==> config.mk <==
export PLATFORM = sky130hd
export DESIGN_NAME = png_stored_rgb_encoder
export DESIGN_NICKNAME = d
export VERILOG_FILES = /design/src/rtl/core/pngenc_pkg.sv /design/src/rtl/core/pngenc_ctrl.sv /design/src/rtl/core/pngenc_dp.sv /design/src/rtl/core/png_stored_rgb_encoder.sv
export SDC_FILE = /design/constraint.sdc
export NUM_CORES = 2
export LEC_CHECK = 0
export BUFFER_PORTS_ARGS = -buffer_cell sky130_fd_sc_hd__buf_2
export CORE_ASPECT_RATIO = 0.8
export CORE_MARGIN = 1
export CORE_UTILIZATION = 59
export CTS_BUF_LIST = sky130_fd_sc_hd__clkbuf_16
export CTS_CLUSTER_SIZE = 14
export DETAILED_ROUTE_END_ITERATION = 6
export PLACE_DENSITY = 0.91
export SYNTH_ARGS = -nofsm -noshare
export SYNTH_HDL_FRONTEND = slang
export SYNTH_SLANG_ARGS = --single-unit
==> constraint.sdc <==
create_clock -name i_clk -period 9.4 [get_ports i_clk]
set_clock_uncertainty 0.05 [all_clocks]
set_input_delay 1.41 -clock i_clk [delete_from_list [all_inputs] [get_ports i_clk]]
set_output_delay 1.41 -clock i_clk [all_outputs]
set_load 0.02 [all_outputs]
==> src/rtl/core/pngenc_pkg.sv <==
// ----------------------------------------------------------------------------
// pngenc_pkg: shared types and constants of the stored-block PNG encoder
// Payload structs, controller/datapath command and status, CRC byte update.
// ----------------------------------------------------------------------------
package pngenc_pkg;

    typedef struct packed {
        logic       operation;
        logic [7:0] red;
        logic [7:0] green;
        logic [7:0] blue;
    } t_in_item;

    typedef struct packed {
        logic [7:0] out_byte;
        logic       run_last;
        logic       file_end;
    } t_out_item;

    localparam logic OP_START = 1'b0;
    localparam logic OP_PIXEL = 1'b1;

    // register indexes of the configuration channel
    localparam logic CFG_WIDTH  = 1'b0;
    localparam logic CFG_HEIGHT = 1'b1;

    localparam logic [14:0] DIM_MAX = 15'd16384;
    localparam logic [15:0] ADLER_MOD = 16'd65521;
    localparam logic [31:0] CRC_POLY = 32'hedb88320;

    // byte source selectors
    typedef enum logic [3:0] {
        SRC_HDR    = 4'd0,  // start header sequence ROM / computed fields
        SRC_BLKHDR = 4'd1,  // stored block header byte
        SRC_DATA   = 4'd2,  // filtered data byte
        SRC_TRAIL  = 4'd3   // trailer sequence
    } t_src;

    typedef struct packed {
        logic       start_frame;  // latch dims, clear state
        logic       load_pixel;   // capture rgb
        logic       emit;         // send one byte
        t_src       src;
        logic [5:0] idx;          // byte index within sequence
        logic [1:0] dsel;         // data byte: 0 filter, 1 r, 2 g, 3 b
        logic       crc_en;
        logic       crc_close;    // reset crc after byte
        logic       last;         // run_last
        logic       fend;         // file_end
        logic       end_frame;
        logic       pix_done;     // advance column
    } t_cmd;

    typedef struct packed {
        logic       col_zero;
        logic       blk_zero;     // block_bytes_left == 0
        logic       stream_zero;  // stream_bytes_left == 0
        logic       active;
    } t_status;

    function automatic logic [31:0] crc_upd(input logic [31:0] c, input logic [7:0] b);
        logic [31:0] x;
        x = c ^ {24'd0, b};
        for (int k = 0; k < 8; k++) begin
            x = x[0] ? (CRC_POLY ^ (x >> 1)) : (x >> 1);
        end
        return x;
    endfunction

endpackage

==> src/rtl/core/pngenc_ctrl.sv <==
// ----------------------------------------------------------------------------
// pngenc_ctrl: sequencing controller
// Walks the header, block header, data and trailer byte sequences.
// ----------------------------------------------------------------------------
module pngenc_ctrl (
    input  logic                  i_clk,
    input  logic                  i_rst_n,
    input  logic                  i_valid,
    input  logic                  i_op,
    output logic                  o_stall,
    input  logic                  i_out_free,
    input  pngenc_pkg::t_status   i_sts,
    output pngenc_pkg::t_cmd      o_cmd
);

    typedef enum logic [5:0] {
        S_IDLE   = 6'b000001,
        S_HDR    = 6'b000010,
        S_BLKHDR = 6'b000100,
        S_DATA   = 6'b001000,
        S_CHECK  = 6'b010000,
        S_TRAIL  = 6'b100000
    } t_state;

    localparam logic [5:0] HDR_LAST   = 6'd42;
    localparam logic [5:0] TRAIL_LAST = 6'd19;

    t_state     r_state, n_state;
    logic [5:0] r_idx, n_idx;
    logic [1:0] r_dsel, n_dsel;

    assign o_stall = (r_state != S_IDLE);

    always_comb begin
        n_state = r_state;
        n_idx   = r_idx;
        n_dsel  = r_dsel;
        o_cmd   = '0;
        o_cmd.src  = pngenc_pkg::SRC_HDR;
        o_cmd.idx  = r_idx;
        o_cmd.dsel = r_dsel;
        case (r_state)
            S_IDLE: begin
                if (i_valid) begin
                    if (i_op == pngenc_pkg::OP_START) begin
                        o_cmd.start_frame = 1'b1;
                        n_state = S_HDR;
                        n_idx   = '0;
                    end else if (i_sts.active) begin
                        o_cmd.load_pixel = 1'b1;
                        n_dsel  = i_sts.col_zero ? 2'd0 : 2'd1;
                        n_state = S_DATA;
                    end
                end
            end
            S_HDR: begin
                o_cmd.src    = pngenc_pkg::SRC_HDR;
                o_cmd.crc_en = !((r_idx < 6'd12) || (r_idx >= 6'd29 && r_idx <= 6'd36));
                o_cmd.crc_close = (r_idx == 6'd32);
                o_cmd.last   = (r_idx == HDR_LAST);
                if (i_out_free) begin
                    o_cmd.emit = 1'b1;
                    n_idx = r_idx + 6'd1;
                    if (r_idx == HDR_LAST) n_state = S_IDLE;
                end
            end
            S_DATA: begin
                if (i_sts.blk_zero) begin
                    n_state = S_BLKHDR;
                    n_idx   = '0;
                end else begin
                    o_cmd.src    = pngenc_pkg::SRC_DATA;
                    o_cmd.crc_en = 1'b1;
                    if (i_out_free) begin
                        o_cmd.emit = 1'b1;
                        n_dsel = r_dsel + 2'd1;
                        if (r_dsel == 2'd3) begin
                            o_cmd.pix_done = 1'b1;
                            n_state = S_CHECK;
                        end
                    end
                end
            end
            S_BLKHDR: begin
                o_cmd.src    = pngenc_pkg::SRC_BLKHDR;
                o_cmd.crc_en = 1'b1;
                if (i_out_free) begin
                    o_cmd.emit = 1'b1;
                    n_idx = r_idx + 6'd1;
                    if (r_idx == 6'd4) n_state = S_DATA;
                end
            end
            S_CHECK: begin
                // last byte already sent without run_last; mark decided here
                if (i_sts.stream_zero) begin
                    n_state = S_TRAIL;
                    n_idx   = '0;
                end else begin
                    n_state = S_IDLE;
                end
            end
            S_TRAIL: begin
                o_cmd.src    = pngenc_pkg::SRC_TRAIL;
                o_cmd.crc_en = (r_idx < 6'd4) || (r_idx >= 6'd12 && r_idx < 6'd16);
                o_cmd.crc_close = (r_idx == 6'd7);
                o_cmd.last   = (r_idx == TRAIL_LAST);
                o_cmd.fend   = (r_idx == TRAIL_LAST);
                if (i_out_free) begin
                    o_cmd.emit = 1'b1;
                    n_idx = r_idx + 6'd1;
                    if (r_idx == TRAIL_LAST) begin
                        o_cmd.end_frame = 1'b1;
                        n_state = S_IDLE;
                    end
                end
            end
            default: n_state = S_IDLE;
        endcase
    end

    always_ff @(posedge i_clk) begin
        if (!i_rst_n) begin
            r_state <= S_IDLE;
            r_idx   <= '0;
            r_dsel  <= '0;
        end else begin
            r_state <= n_state;
            r_idx   <= n_idx;
            r_dsel  <= n_dsel;
        end
    end

endmodule

==> src/rtl/core/pngenc_dp.sv <==
// ----------------------------------------------------------------------------
// pngenc_dp: datapath
// Frame counters, CRC-32, Adler-32, byte mux and output register.
// ----------------------------------------------------------------------------
module pngenc_dp #(
    parameter int BLOCK_MAX_BYTES = 65535
) (
    input  logic                  i_clk,
    input  logic                  i_rst_n,
    input  logic [14:0]           i_width,
    input  logic [14:0]           i_height,
    input  pngenc_pkg::t_in_item  i_item,
    input  pngenc_pkg::t_cmd      i_cmd,
    output pngenc_pkg::t_status   o_sts,
    output logic                  o_out_free,
    output logic                  o_valid,
    input  logic                  i_stall,
    output pngenc_pkg::t_out_item o_item
);

    localparam int EFF_BLOCK = (BLOCK_MAX_BYTES < 2) ? 2 : BLOCK_MAX_BYTES;
    localparam logic [15:0] EFF16 = 16'(EFF_BLOCK);
    // ceil(2^47 / block size): exact quotient for any dividend below 2^31
    localparam logic [46:0] NB_RECIP =
        47'(((64'd1 << 47) + 64'(EFF_BLOCK) - 64'd1) / 64'(EFF_BLOCK));

    logic [14:0] r_fw, r_fh;
    logic [31:0] r_crc;
    logic [15:0] r_sa, r_sb;
    logic [13:0] r_col;
    logic [15:0] r_blk;
    logic [29:0] r_stream;
    logic        r_active;
    logic [7:0]  r_r, r_g, r_b;
    logic [31:0] r_idat_len;  // registered from r_d through r_x, r_p_lo/r_p_hi and r_nb after start
    logic [29:0] r_d;
    logic [30:0] r_x;
    logic [54:0] r_p_lo;
    logic [53:0] r_p_hi;
    logic [30:0] r_nb;
    pngenc_pkg::t_out_item r_out;
    logic        r_oval;
    logic        r_last_pend;

    logic [14:0] w_fw, w_fh;
    logic [15:0] w_len;
    logic [7:0]  w_byte;
    logic [16:0] w_sa, w_sb;
    logic [77:0] w_q;

    assign w_fw = (i_width == 15'd0) ? 15'd1 :
                  (i_width > pngenc_pkg::DIM_MAX) ? pngenc_pkg::DIM_MAX : i_width;
    assign w_fh = (i_height == 15'd0) ? 15'd1 :
                  (i_height > pngenc_pkg::DIM_MAX) ? pngenc_pkg::DIM_MAX : i_height;

    assign w_len = (r_stream < 30'(EFF_BLOCK)) ? r_stream[15:0] : EFF16;

    // block count: (d + block - 1) * recip >> 47, split in two partial products
    assign w_q = {r_p_hi, 24'd0} + {23'd0, r_p_lo};

    always_comb begin
        w_byte = 8'd0;
        case (i_cmd.src)
            pngenc_pkg::SRC_HDR: begin
                case (i_cmd.idx)
                    6'd0: w_byte = 8'd137; 6'd1: w_byte = 8'd80;
                    6'd2: w_byte = 8'd78;  6'd3: w_byte = 8'd71;
                    6'd4: w_byte = 8'd13;  6'd5: w_byte = 8'd10;
                    6'd6: w_byte = 8'd26;  6'd7: w_byte = 8'd10;
                    6'd11: w_byte = 8'd13;
                    6'd12: w_byte = 8'd73; 6'd13: w_byte = 8'd72;
                    6'd14: w_byte = 8'd68; 6'd15: w_byte = 8'd82;
                    6'd18: w_byte = {1'b0, r_fw[14:8]};
                    6'd19: w_byte = r_fw[7:0];
                    6'd22: w_byte = {1'b0, r_fh[14:8]};
                    6'd23: w_byte = r_fh[7:0];
                    6'd24: w_byte = 8'd8;  6'd25: w_byte = 8'd2;
                    6'd29: w_byte = ~r_crc[31:24]; 6'd30: w_byte = ~r_crc[23:16];
                    6'd31: w_byte = ~r_crc[15:8];  6'd32: w_byte = ~r_crc[7:0];
                    6'd33: w_byte = r_idat_len[31:24]; 6'd34: w_byte = r_idat_len[23:16];
                    6'd35: w_byte = r_idat_len[15:8];  6'd36: w_byte = r_idat_len[7:0];
                    6'd37: w_byte = 8'd73; 6'd38: w_byte = 8'd68;
                    6'd39: w_byte = 8'd65; 6'd40: w_byte = 8'd84;
                    6'd41: w_byte = 8'h78; 6'd42: w_byte = 8'h01;
                    default: w_byte = 8'd0;
                endcase
            end
            pngenc_pkg::SRC_BLKHDR: begin
                case (i_cmd.idx)
                    6'd0: w_byte = {7'd0, (r_stream <= 30'(EFF_BLOCK))};
                    6'd1: w_byte = w_len[7:0];
                    6'd2: w_byte = w_len[15:8];
                    6'd3: w_byte = ~w_len[7:0];
                    default: w_byte = ~w_len[15:8];
                endcase
            end
            pngenc_pkg::SRC_DATA: begin
                case (i_cmd.dsel)
                    2'd0: w_byte = 8'd0;
                    2'd1: w_byte = r_r;
                    2'd2: w_byte = r_g;
                    default: w_byte = r_b;
                endcase
            end
            pngenc_pkg::SRC_TRAIL: begin
                case (i_cmd.idx)
                    6'd0: w_byte = r_sb[15:8]; 6'd1: w_byte = r_sb[7:0];
                    6'd2: w_byte = r_sa[15:8]; 6'd3: w_byte = r_sa[7:0];
                    6'd4: w_byte = ~r_crc[31:24]; 6'd5: w_byte = ~r_crc[23:16];
                    6'd6: w_byte = ~r_crc[15:8];  6'd7: w_byte = ~r_crc[7:0];
                    6'd12: w_byte = 8'd73; 6'd13: w_byte = 8'd69;
                    6'd14: w_byte = 8'd78; 6'd15: w_byte = 8'd68;
                    6'd16: w_byte = ~r_crc[31:24]; 6'd17: w_byte = ~r_crc[23:16];
                    6'd18: w_byte = ~r_crc[15:8];  6'd19: w_byte = ~r_crc[7:0];
                    default: w_byte = 8'd0;
                endcase
            end
            default: w_byte = 8'd0;
        endcase
    end

    assign w_sa = {1'b0, r_sa} + {9'd0, w_byte};
    assign w_sb = {1'b0, r_sb} +
        {1'b0, (w_sa >= {1'b0, pngenc_pkg::ADLER_MOD}) ? (w_sa[15:0] - pngenc_pkg::ADLER_MOD)
                                                        : w_sa[15:0]};

    // output register doubles as one-deep buffer; run_last is patched when the
    // pixel ends without a trailer (CHECK state decides after last data byte)
    assign o_out_free = !r_oval || !i_stall;
    assign o_valid = r_oval && !r_last_pend;
    assign o_item  = r_out;

    assign o_sts.col_zero    = (r_col == 14'd0);
    assign o_sts.blk_zero    = (r_blk == 16'd0);
    assign o_sts.stream_zero = (r_stream == 30'd0);
    assign o_sts.active      = r_active;

    always_ff @(posedge i_clk) begin
        if (!i_rst_n) begin
            r_crc <= '1; r_sa <= 16'd1; r_sb <= '0;
            r_col <= '0; r_blk <= '0; r_stream <= '0; r_active <= 1'b0;
            r_fw <= 15'd1; r_fh <= 15'd1;
            r_oval <= 1'b0; r_last_pend <= 1'b0;
        end else begin
            if (i_cmd.emit) r_oval <= 1'b1;
            else if (r_oval && !r_last_pend && !i_stall) r_oval <= 1'b0;
            if (i_cmd.start_frame) begin
                r_fw <= w_fw; r_fh <= w_fh;
                r_crc <= '1; r_sa <= 16'd1; r_sb <= '0;
                r_col <= '0; r_blk <= '0; r_active <= 1'b0;
                r_d <= 30'({15'd0, w_fh} * 30'({15'd0, w_fw} * 3 + 1));
            end
            if (i_cmd.load_pixel) begin
                r_r <= i_item.red; r_g <= i_item.green; r_b <= i_item.blue;
            end
            // IDAT length: d + 5*nb + 6, ready long before header byte 33
            r_x    <= {1'b0, r_d} + 31'(EFF_BLOCK - 1);
            r_p_lo <= 55'(r_x) * 55'(NB_RECIP[23:0]);
            r_p_hi <= 54'(r_x) * 54'(NB_RECIP[46:24]);
            r_nb   <= w_q[77:47];
            r_idat_len <= 32'(r_d) + 32'(r_nb) * 32'd5 + 32'd6;
            if (i_cmd.src == pngenc_pkg::SRC_HDR && i_cmd.emit) begin
                if (i_cmd.idx == 6'd0) r_stream <= r_d;
                if (i_cmd.idx == 6'd42) r_active <= 1'b1;
            end
            if (i_cmd.emit) begin
                r_out.out_byte <= w_byte;
                r_out.run_last <= i_cmd.last;
                r_out.file_end <= i_cmd.fend;
                r_last_pend <= (i_cmd.src == pngenc_pkg::SRC_DATA) && i_cmd.pix_done;
                if (i_cmd.crc_close) r_crc <= '1;
                else if (i_cmd.crc_en) r_crc <= pngenc_pkg::crc_upd(r_crc, w_byte);
                if (i_cmd.src == pngenc_pkg::SRC_BLKHDR && i_cmd.idx == 6'd4) r_blk <= w_len;
                if (i_cmd.src == pngenc_pkg::SRC_DATA) begin
                    r_sa <= (w_sa >= {1'b0, pngenc_pkg::ADLER_MOD}) ?
                            (w_sa[15:0] - pngenc_pkg::ADLER_MOD) : w_sa[15:0];
                    r_sb <= (w_sb >= {1'b0, pngenc_pkg::ADLER_MOD}) ?
                            (w_sb[15:0] - pngenc_pkg::ADLER_MOD) : w_sb[15:0];
                    if (r_blk != 16'd0) r_blk <= r_blk - 16'd1;
                    if (r_stream != 30'd0) r_stream <= r_stream - 30'd1;
                end
                if (i_cmd.end_frame) begin
                    r_active <= 1'b0; r_sa <= 16'd1; r_sb <= '0;
                end
            end
            if (i_cmd.pix_done) begin
                if ({1'b0, r_col} + 15'd1 >= r_fw) r_col <= '0;
                else r_col <= r_col + 14'd1;
            end
            if (r_last_pend && !i_cmd.emit) begin
                // decided in CHECK: trailer follows or this byte ends the run
                r_last_pend <= 1'b0;
                r_out.run_last <= (r_stream != 30'd0);
            end
        end
    end

endmodule

==> src/rtl/core/png_stored_rgb_encoder.sv <==
// ----------------------------------------------------------------------------
// png_stored_rgb_encoder: 8-bit RGB PNG writer with stored deflate blocks
//
//  channel | signals                          | dir
//  input   | i_valid, o_stall, i_item         | in
//  output  | o_valid, i_stall, o_item         | out
//  config  | i_cfg_valid, o_cfg_ready, idx/dat| in
//
// One byte per cycle within a byte sequence while the output is not stalled.
// Start: the command is accepted, then 43 header bytes follow. Pixel: it is
// accepted, 3 or 4 data bytes follow, then a check state; a block header adds
// a turn state and 5 bytes, and the end of the image adds 20 trailer bytes.
// Items are handled one at a time; the byte sequencer sets the rate.
// Reset is synchronous; output stalls hold the sequencer in place.
// ----------------------------------------------------------------------------
module png_stored_rgb_encoder #(
    parameter int BLOCK_MAX_BYTES = 65535
) (
    input  logic                  i_clk,
    input  logic                  i_rst_n,
    input  logic                  i_valid,
    output logic                  o_stall,
    input  pngenc_pkg::t_in_item  i_item,
    output logic                  o_valid,
    input  logic                  i_stall,
    output pngenc_pkg::t_out_item o_item,
    input  logic                  i_cfg_valid,
    output logic                  o_cfg_ready,
    input  logic                  i_cfg_index,
    input  logic [14:0]           i_cfg_data
);

    logic [14:0] r_width, r_height;
    pngenc_pkg::t_cmd    w_cmd;
    pngenc_pkg::t_status w_sts;
    logic w_free;

    assign o_cfg_ready = 1'b1;

    always_ff @(posedge i_clk) begin
        if (!i_rst_n) begin
            r_width <= 15'd1; r_height <= 15'd1;
        end else if (i_cfg_valid) begin
            if (i_cfg_index == pngenc_pkg::CFG_WIDTH) r_width <= i_cfg_data;
            if (i_cfg_index == pngenc_pkg::CFG_HEIGHT) r_height <= i_cfg_data;
        end
    end

    pngenc_ctrl u_ctrl (
        .i_clk(i_clk), .i_rst_n(i_rst_n), .i_valid(i_valid), .i_op(i_item.operation),
        .o_stall(o_stall), .i_out_free(w_free), .i_sts(w_sts), .o_cmd(w_cmd)
    );

    pngenc_dp #(.BLOCK_MAX_BYTES(BLOCK_MAX_BYTES)) u_dp (
        .i_clk(i_clk), .i_rst_n(i_rst_n), .i_width(r_width), .i_height(r_height),
        .i_item(i_item), .i_cmd(w_cmd), .o_sts(w_sts), .o_out_free(w_free),
        .o_valid(o_valid), .i_stall(i_stall), .o_item(o_item)
    );

endmodule
==> results.py <==
metrics = {
    "power_and_ir_drop": {
        "switchingPower_uw": 2180,
        "p_int_uw": 3730,
        "p_leak_uw": 0.0150,
        "p_per_area_nw_per_um2": 164,
        "p_seq_frac": 0.342,
        "p_sw_frac": 0.369,
        "ir_worst_vdd_v": 0.000154,
        "p_total_uw": 5910,
        "comb_power_share": 0.376,
        "power.share.clock": 0.282,
    },
    "sta": {
        "min_period_ns": 9.08,
        "relSlewSlack": 0.145,
        "tightest_slew_ns": 1.28,
        "setup_viol": 0,
        "fin_setup_tns_ns": 0,
        "max_freq_mhz": 110,
        "final_max_slew_viol_count": 0,
        "holdWs_ns": 0.405,
        "setup_slack_ns": 0.315,
        "report.final.hold_viol_count": 0,
        "finalCritPeriodShare": 0.966,
    },
    "status": {
        "violations": "design-rule violations",
        "status": "finished, violations left",
    },
    "floorplan": {
        "initial_utilization": 0.598,
        "coreArea_um2": 55200,
        "die_area_um2": 56900,
        "dieWidth_um": 266,
        "die_y_um": 214,
        "rows": 77,
        "ios": 59,
    },
    "detailed_routing": {
        "wl_per_cell_um": 21.9,
        "dr.first_iter.drc_count": 3788,
        "vias_per_cell": 6.38,
        "drt_first_pass_iters": 7,
        "ant_nets": 0,
        "drc": 33,
        "wl_um": 98400,
        "vias": 28700,
    },
    "finish": {
        "syn_to_final_growth_pct": 8.90,
        "n_fill_cell": 4207,
        "drive_gt1_frac": 0.0853,
        "seq_area_um2": 9700,
        "postLayoutCellArea_um2": 35900,
        "nNetsFinal": 4251,
        "multi_input_area_um2": 21600,
    },
    "worst_setup_path": {
        "cp-start-kind": "flop",
        "crit_top_cell": "fa_1",
        "path_class": "flop to flop",
        "path_max_fanout": 8,
        "arrival_ns": 9.34,
        "cpPeakStageDelay_ns": 0.90,
        "critPathSlowestCell": "xnor2_1",
        "worstPathRequired_ns": 9.65,
        "worstSetupEndpointType": "flop",
    },
    "yosys": {
        "synth.most_common_cell": "nand2_1",
        "synthCells": 3677,
        "synth-edff-count": 189,
        "synth_top_area_cell": "edfxtp_1",
        "synth_compound_area_frac": 0.149,
        "synthSimpleGateAreaFrac": 0.186,
        "muxShareOfSynthArea": 0.00425,
        "avgSynthCellArea_um2": 8.97,
        "yosys_warnings": 0,
        "ys_ff_latch": 390,
        "syn-num-nets": 4205,
        "synth_area_um2": 33000,
        "async_flop_share": 0,
        "synth_area_leaders": "edfxtp_1 17%, fa_1 13%, dfxtp_1 12%",
        "synth_top_cells_by_count": "445 x nand2_1, 329 x inv_1, 327 x nor2_1, 270 x ha_1, 212 x fa_1",
        "ys_types": 109,
        "synth-adder-area-share": 0.231,
        "synth-seq-area-share": 0.294,
        "synth_top_family_by_area": "adder cells",
        "synth_top_area_frac": 0.172,
        "ys.flop_type": "dfxtp_1",
        "synthXorXnorAreaFrac": 0.0790,
    },
    "global_route": {
        "grtUsageTotal": 0.343,
        "use_met3": 0.111,
        "use_met2": 0.516,
        "grt_first_pass_wirelength_um": 152000,
        "grt-busiest-layer": "met2",
        "antenna_found_initial": 1,
        "grtUsageMet1": 0.466,
        "overflow": 0,
        "grt_max_degree": 82,
        "grt_pass1_vias": 27700,
    },
    "clock_tree": {
        "root_buffer": "clkbuf_16",
        "cts_inserted_buffers": 40,
        "ctsLongestPathBuffers": 3,
        "cts_tree": "built",
        "path_clk_slew_ns": 0.06,
        "htree_levels": 2,
        "clock-sinks": 390,
        "insertion_delay_ns": 0.59,
        "cts_hold_buf": 0,
    },
    "placement": {
        "place.gp.congestion": 1.05,
        "dp.final_hpwl_um": 74900,
        "dpl_cell_area_um2": 34400,
        "io_buffers": 57,
        "dp_slack_ns": -0.230,
    },
    "min_path": {
        "worstHoldPathType": "flop to flop",
    },
    "job": {
        "max_cap_viol_count": 0,
    },
}
## path summary, 6_finish.rpt
kind                start  depth (start not counted)           end  slack (ns)
max            r_width[0]                         29  u_dp.r_d[28]        0.32
min          u_dp.r_fw[7]                          2  u_dp.r_fw[7]        0.41
max reg2reg    r_width[0]                         29  u_dp.r_d[28]        0.32
min reg2reg  u_dp.r_fw[7]                          2  u_dp.r_fw[7]        0.41
## stage by stage
step | util | std cells
5_1_grt | 0.651 | 4502
4_1_cts | 0.648 | 4497
6_report | 0.651 | 4503
2_1_floorplan | - | 3677
3_3_place_gp | 0.623 | 4426
3_5_place_dp | 0.623 | 4426
## flip-flops by register name, summed over array words and instances, names as in the netlist, 10 cells and up
signal           flops
u_dp.r_fw           15
u_dp.r_sb           16
u_dp.r_blk          16
u_dp.r_crc          32
u_dp.o_item         10
u_dp.r_stream       30
u_dp.r_d            30
u_dp.r_fh           15
u_dp.r_p_lo         31
u_dp.r_idat_len     31
u_dp.r_nb           16
u_dp.r_p_hi         16
u_dp.r_col          14
r_height            15
u_dp.r_sa           16
u_dp.r_x            31
r_width             15
## what timing repair did
| item | in CTS | in global routing |
|---|---|---|
| pin swaps | 0 | 5 |
| gates cloned | 0 | 0 |
| setup endpoints to repair | 13 | 24 |
| gates resized for setup | 3 | 26 |
| setup buffers | 0 | 5 |
## cells in the final DEF, fill, tap and decap left out, types with 16 or more instances in the layout
cell type and instances:
inv_1 335, o21a_1 18, xor2_1 81, nand3b_1 16
nor3_1 80, edfxtp_1 189, a21oi_1 209, and3_1 35
nor2_1 325, a21o_1 44, buf_2 56, o22ai_1 29
nand2b_1 61, nand3_1 80, ha_1 269, o22a_1 18
fa_1 211, o211ai_1 26, nor2b_1 43, xnor2_1 173
a31oi_1 29, clkbuf_16 42, nand4_1 39, or3_1 21
a211oi_1 18, dfxtp_1 198, buf_4 106, nor4_1 31
nand2_1 445, o21ai_0 122, and2_1 28, a22oi_1 35
## layer usage
| layer | part of all wire | vias up |
|---|---|---|
| li1 | - | 12800 |
| met1 | 0.39 | 13700 |
| met2 | 0.43 | 1883 |
| met3 | 0.14 | 335 |
| met4 | 0.035 | 2 |
| met5 | 0.00011 | - |
## worst max-delay path: cells and delay by family (launching register included)
| kind | cells | cell delay [ns] |
|---|---|---|
| AOI/OAI and AO/OA | 10 | 2.03 |
| xor gates and xnor gates | 2 | 1.03 |
| adders and majority gates | 8 | 3.60 |
| buffers and inverters | 4 | 0.60 |
| DFF | 1 | 0.35 |
| and+or+nand+nor | 5 | 1.15 |
## power groups by stage
stage          registers (uW)  clock network (uW)  logic, uW
6_report                 2020                1670       2220
5_1_grt                  2020                1740       2400
4_1_cts                  2010                1670       2150
3_5_place_dp             2050                   0       2120
3_3_place_gp             2050                   0       2050
2_1_floorplan            1990                   0       1560
## kinds of logic (layout without fill, tap and decap cells)
kind of cell	after synthesis	count (layout)
other	1	2
flip-flops	390	390
AO/OA/AOI/OAI	732	732
adder cells (fa/ha/maj)	482	482
multiplexers	14	14
AND/OR/NAND/NOR	1293	1293
buffers and inverters	493	568
XOR/XNOR	272	272
## final cells by class
type / instances / share of cell area
antenna: 1 / 0.0000697
tap: 750 / 0.0261
clock inverter: 29 / 0.00770
inverter: 332 / 0.0347
multi-input combinational: 2794 / 0.601
sequential: 390 / 0.270
timing repair buffer: 165 / 0.0311
clock buffer: 42 / 0.0293
(Power assumes the default switching activity.)
